### config.mk
export PLATFORM = sky130hd
export DESIGN_NAME = fpsa_front
export DESIGN_NICKNAME = d
export VERILOG_FILES = /design/src/hw/rtl/fpsa_pkg.sv /design/src/hw/rtl/fpsa_front.sv
export SDC_FILE = /design/constraint.sdc
export NUM_CORES = 1
export LEC_CHECK = 0
export BUFFER_PORTS_ARGS = -buffer_cell sky130_fd_sc_hd__buf_2
export CAP_MARGIN = 20
export CORE_AREA = 3 3 98 100
export CTS_CLUSTER_DIAMETER = 40
export DETAILED_ROUTE_END_ITERATION = 6
export DIE_AREA = 0 0 101 103
export PLACE_DENSITY = 0.83
export RECOVER_POWER = 25
export SYNTH_ARGS = -nofsm -noshare
export SYNTH_HDL_FRONTEND = slang
export SYNTH_SLANG_ARGS = --single-unit
### constraint.sdc
create_clock -name i_clk -period 4.6 [get_ports i_clk]
set_input_delay 0.69 -clock i_clk [delete_from_list [all_inputs] [get_ports i_clk]]
set_output_delay 0.69 -clock i_clk [all_outputs]
set_load 0.01 [all_outputs]
### src/hw/rtl/fpsa_pkg.sv
// Shared types, constants and helpers for the free page stack allocator.
// Used by every module of the block but fpsa_ram; depends on nothing.
`default_nettype none

package fpsa_pkg;

    localparam int PAGE_BITS   = 12;
    localparam int ADDR_W      = 32;
    localparam int MAX_PAGES   = 4096;
    localparam int PNUM_W      = ADDR_W - PAGE_BITS;
    localparam int IDX_W       = $clog2(MAX_PAGES);
    localparam int TOP_W       = IDX_W + 1;
    localparam int FREE_W      = 25;
    localparam int WIDE_W      = ADDR_W + 1;
    localparam int MAX_REGIONS = 3;
    localparam int REGION_W    = 2;
    localparam int REG_W       = 3;
    localparam int PADDR_W     = REG_W + 2;
    localparam int QUEUE_DEPTH = 2;
    localparam int QPTR_W      = 1;
    localparam int QCNT_W      = 2;

    localparam logic [TOP_W-1:0]    TOP_FULL    = TOP_W'(MAX_PAGES);
    localparam logic [REGION_W-1:0] REGION_LAST = REGION_W'(MAX_REGIONS - 1);
    localparam logic [WIDE_W:0]     PAGE_STEP   = (WIDE_W + 1)'(1) << PAGE_BITS;

    localparam logic [REG_W-1:0] REG_IMAGE_END     = 3'd0;
    localparam logic [REG_W-1:0] REG_RAM_END       = 3'd1;
    localparam logic [REG_W-1:0] REG_DTB_START     = 3'd2;
    localparam logic [REG_W-1:0] REG_DTB_END       = 3'd3;
    localparam logic [REG_W-1:0] REG_RAMDISK_START = 3'd4;
    localparam logic [REG_W-1:0] REG_RAMDISK_END   = 3'd5;

    typedef enum logic [1:0] {
        OP_ALLOC = 2'd0,
        OP_FREE  = 2'd1,
        OP_INIT  = 2'd2,
        OP_QUERY = 2'd3
    } t_op;

    typedef enum logic [1:0] {
        ST_OK    = 2'd0,
        ST_EMPTY = 2'd1,
        ST_BAD   = 2'd2,
        ST_FULL  = 2'd3
    } t_status;

    typedef enum logic [1:0] {
        S_IDLE  = 2'd0,
        S_POP   = 2'd1,
        S_SETUP = 2'd2,
        S_WALK  = 2'd3
    } t_state;

    typedef struct packed {
        logic [ADDR_W-1:0] image_end;
        logic [ADDR_W-1:0] ram_end;
        logic [ADDR_W-1:0] dtb_start;
        logic [ADDR_W-1:0] dtb_end;
        logic [ADDR_W-1:0] ramdisk_start;
        logic [ADDR_W-1:0] ramdisk_end;
    } t_cfg;

    typedef struct packed {
        t_op               op;
        logic              bad;
        logic [PNUM_W-1:0] pnum;
    } t_cmd;

    typedef struct packed {
        logic             busy;
        logic             mem_we;
        logic [TOP_W-1:0] top;
    } t_back_stat;

    function automatic logic [WIDE_W-1:0] round_up_page(input logic [WIDE_W-1:0] a);
        logic [WIDE_W:0] sum;
        sum = {1'b0, a} + (WIDE_W + 1)'((1 << PAGE_BITS) - 1);
        return {sum[WIDE_W-1:PAGE_BITS], {PAGE_BITS{1'b0}}};
    endfunction

    function automatic logic [FREE_W-1:0] free_bytes(input logic [TOP_W-1:0] top);
        return FREE_W'({top, {PAGE_BITS{1'b0}}});
    endfunction

endpackage

`default_nettype wire

### src/hw/rtl/fpsa_front.sv
// Front end: accepts request words, checks free addresses, queues commands.
// Depends on fpsa_pkg.
`default_nettype none

module fpsa_front (
    input  wire logic                       i_clk,
    input  wire logic                       i_rst_n,
    input  wire fpsa_pkg::t_cfg             i_cfg,
    input  wire logic                       i_in_valid,
    output logic                            o_in_stall,
    input  wire logic [1:0]                 i_op,
    input  wire logic [fpsa_pkg::ADDR_W-1:0] i_page_address,
    output logic                            o_q_valid,
    output fpsa_pkg::t_cmd                  o_q_cmd,
    input  wire logic                       i_q_pop
);

    fpsa_pkg::t_cmd                    r_q [fpsa_pkg::QUEUE_DEPTH];
    logic [fpsa_pkg::QPTR_W-1:0]       r_wptr;
    logic [fpsa_pkg::QPTR_W-1:0]       r_rptr;
    logic [fpsa_pkg::QCNT_W-1:0]       r_count;
    logic                              s_push;
    logic                              s_bad;
    fpsa_pkg::t_cmd                    s_cmd;

    assign o_in_stall = (r_count == fpsa_pkg::QCNT_W'(fpsa_pkg::QUEUE_DEPTH));
    assign s_push     = i_in_valid && !o_in_stall;

    assign s_bad = (i_page_address[fpsa_pkg::PAGE_BITS-1:0] != '0)
                || (i_page_address < i_cfg.image_end)
                || (i_page_address >= i_cfg.ram_end);

    always_comb begin
        s_cmd.op   = fpsa_pkg::t_op'(i_op);
        s_cmd.bad  = s_bad;
        s_cmd.pnum = i_page_address[fpsa_pkg::ADDR_W-1:fpsa_pkg::PAGE_BITS];
    end

    assign o_q_valid = (r_count != '0);
    assign o_q_cmd   = r_q[r_rptr];

    always_ff @(posedge i_clk) begin
        if (s_push) begin
            r_q[r_wptr] <= s_cmd;
        end
    end

    always_ff @(posedge i_clk) begin
        if (!i_rst_n) begin
            r_wptr  <= '0;
            r_rptr  <= '0;
            r_count <= '0;
        end else begin
            if (s_push) begin
                r_wptr <= r_wptr + 1'b1;
            end
            if (i_q_pop) begin
                r_rptr <= r_rptr + 1'b1;
            end
            case ({s_push, i_q_pop})
                2'b10:   r_count <= r_count + 1'b1;
                2'b01:   r_count <= r_count - 1'b1;
                default: r_count <= r_count;
            endcase
        end
    end

endmodule

`default_nettype wire

==> impl_metrics.json <==
{
  "run_status": "finished clean",
  "clkSlewWorstSetupHoldPaths_ns": 0.09,
  "max_cap_viol_count": 0,
  "r2r-start": "r_count[0]$_SDFFE_PN0P_",
  "nets": 744,
  "clkSinkCount": 51,
  "clock_path_buffers": 2,
  "cp.required_ns": 4.65,
  "n_antenna_cell": 0,
  "synth.avg_cell_area_um2": 11.0,
  "setup.worst_path.end_class": "flip-flop",
  "first_global_vias": 2787,
  "synth_fp_nets": 610,
  "postSynthRegisterBits": 51,
  "place.gp.congestion": 0.806,
  "worst_ep_arrival_time_ns": 2.53,
  "final-setup-viol-count": 0,
  "sequential_cell_area_fraction_in_the_yosys_report": 0.425,
  "htree_num_levels": 2,
  "row_count": 34,
  "ys_dominant_reg_cell": "edfxtp_1",
  "regToRegEndpoint": "r_q[0][5]$_DFFE_PP_",
  "setup_ws_ns": 2.11,
  "port_buffers": 126,
  "rsz_0062_raised_after_global_routing": "no",
  "total_power_uw": 1160,
  "final_design_area_no_fill_mm2": 0.00438,
  "grt_pass1_wl_mm": 13.0,
  "cts-resized-gates": 0,
  "timing.critical_path.from": "i_cfg[130]",
  "wl_mm": 8.52,
  "dieWidth_um": 101,
  "grt_use_met2": 0.274,
  "fp.dieArea_mm2": 0.0104,
  "core-area_mm2": 0.00876,
  "synth_top_area_share": 0.396,
  "preCtsSetupSlack_ns": 1.81,
  "async_reset_ff_frac": 0,
  "grt_max_degree": 24,
  "worst-slew-pin-transition_ns": 0.553,
  "final-max-slew-violation-count": 0,
  "rrSetupSlack_ns": 2.83,
  "root_buffer_cell": "clkbuf_8",
  "critical_path.endpoint": "r_q[0][20]$_DFFE_PP_",
  "dpl_cell_area_mm2": 0.00425,
  "clock_latency_ns": 0.30,
  "wl_per_cell_um": 15.2,
  "worst_setup_path_start_kind": "primary input",
  "drc_errors": 0,
  "worst_slew_margin_rel": 0.628,
  "report.final.hold_viol_count": 0,
  "grt_util_met1": 0.197,
  "synthDominantAreaCellType": "edfxtp_1",
  "edff_count_synth": 46,
  "floorplan.io_pins": 255,
  "grt_usage": 0.160,
  "p_per_area_mw_per_mm2": 265,
  "globalRouteMet3Util": 0.0494,
  "post-cts-setup-buffers": 0,
  "rr_worst_depth": 4,
  "vdd_drop_max_mv": 0.161,
  "worstHoldPathType": "flip-flop to flip-flop",
  "yosysWarningCount": 0,
  "layout-drive-gt1-share": 0.279,
  "number_of_antenna_violations_at_the_first_check_in_global_routing": 0,
  "detailedRoute.firstIterationViolations": 55,
  "detailroute.via_count": 2795,
  "critPathKind": "primary input to flip-flop",
  "postCtsHoldBufs": 0,
  "placedCellCount": 549,
  "final.setup.tns_ns": 0,
  "finalNonFillerCells": 559,
  "netlist_area_mm2": 0.00348,
  "initial_utilization": 0.398,
  "cts_tree": "yes",
  "synth_cell_type_count": 41,
  "postRouteAntennaNets": 0,
  "area_growth_from_synthesis_to_layout_pct": 25.7,
  "finalClockSkew_ns": 0.00660,
  "layout_worst_path_cycle_share": 0.540,
  "leakage_uw": 0.00215,
  "dpl.hpwl_mm": 7.15,
  "synthesis.instances": 316,
  "cts_buffers": 5,
  "grt.overflow.total": 0,
  "synth_area_leaders": "edfxtp_1, ha_1, mux2_1",
  "grt-busiest-layer": "met2",
  "vias_per_cell": 5.00,
  "post-route-min-period_ns": 2.49,
  "timing.fmax_ghz": 0.402,
  "drt-pass1-iter-count": 4,
  "floorplan.die.height_um": 103,
  "crit_fanout": 2
}
==> cell type report <==
| type | instances | area, um2 |
|---|---|---|
| clock buffer | 8 | 101 |
| fill | 761 | 4380 |
| inverter | 64 | 240 |
| multi-input combinational | 199 | 1760 |
| sequential | 51 | 1480 |
| tap | 108 | 135 |
| timing repair buffer | 129 | 663 |
==> per-layer routing <==
metal,part of all wire,vias up
met5,0,-
met4,0.010,0
li1,-,1416
met1,0.44,1267
met3,0.088,7
met2,0.46,105
==> how the worst min path moves through the flow <==
stage	from	to	slack [ns]	depth (start not counted)
finish	r_count[1]$_SDFFE_PN0P_	r_count[1]$_SDFFE_PN0P_	0.51	2
global route	i_op[1]	r_q[0][22]$_DFFE_PP_	0.56	1
CTS	r_count[1]$_SDFFE_PN0P_	r_count[1]$_SDFFE_PN0P_	0.51	2
detailed placement	r_count[1]$_SDFFE_PN0P_	r_count[1]$_SDFFE_PN0P_	0.50	2
global placement	r_count[1]$_SDFFE_PN0P_	r_count[1]$_SDFFE_PN0P_	0.48	2
floorplan	r_count[1]$_SDFFE_PN0P_	r_count[1]$_SDFFE_PN0P_	0.47	2
==> state kept, by name (all words and copies together) (netlist names), named ones only <==
| signal | count |
|---|---|
| r_count | 2 |
| r_q | 46 |
| r_rptr | 1 |
| r_wptr | 1 |
==> critical path: stages <==
cell and delay, ns:
buf_2 0.07, inv_1 0.04, ha_1 0.30, a211oi_1 0.23, o21ai_1 0.10, a41oi_1 0.30
nor3_1 0.10, o31a_1 0.28, a2111o_1 0.41
==> power by group <==
part           switching (uW)  internal [uW]  leakage (uW)
Combinational             172            144       0.00163
Clock                     135            141     0.0000506
Sequential               14.8            553      0.000467
Total                     322            838       0.00215
==> kinds of logic after synthesis <==
family | Yosys count | share of synthesized area
buffers and inverters | 66 | 0.0711
adders and majority gates | 64 | 0.230
AOI/OAI and AO/OA | 55 | 0.106
and+or+nand+nor | 54 | 0.0862
DFF | 51 | 0.425
muxes | 23 | 0.0743
xor gates and xnor gates | 3 | 0.00754
==> stage by stage <==
| stage | utilization | hold WS [ns] |
|---|---|---|
| after global placement | 0.485 | 0.478 |
| after CTS | 0.497 | 0.513 |
| final | 0.500 | 0.507 |
| after global routing | 0.500 | 0.563 |
| after detailed placement | 0.485 | 0.501 |
| after floorplan | - | 0.466 |
==> Yosys cell counts (2+ instances only) <==
cell,n
and2_1,4
ha_1,64
nand2_1,13
buf_1,2
o21ai_1,4
nor3_1,3
nor2b_1,2
xnor2_1,2
inv_1,64
mux2_1,23
nand2b_1,2
a21o_1,5
o21ai_0,6
nand4_1,9
edfxtp_1,46
or3_1,2
dfxtp_1,5
a211oi_1,5
a21oi_1,21
nand3_1,7
a2111o_1,2
nor2_1,6
==> layout by cell type, fill, tap and decap left out, types with 6 or more instances in the layout <==
master	netlist	final
a21oi_1	21	21
buf_2	0	112
clkbuf_1	0	16
edfxtp_1	46	46
ha_1	64	64
inv_1	64	64
mux2_1	23	23
nand2_1	13	13
nand3_1	7	7
nand4_1	9	9
o21ai_0	6	6
Note: power is estimated with default switching activity, not from simulation.
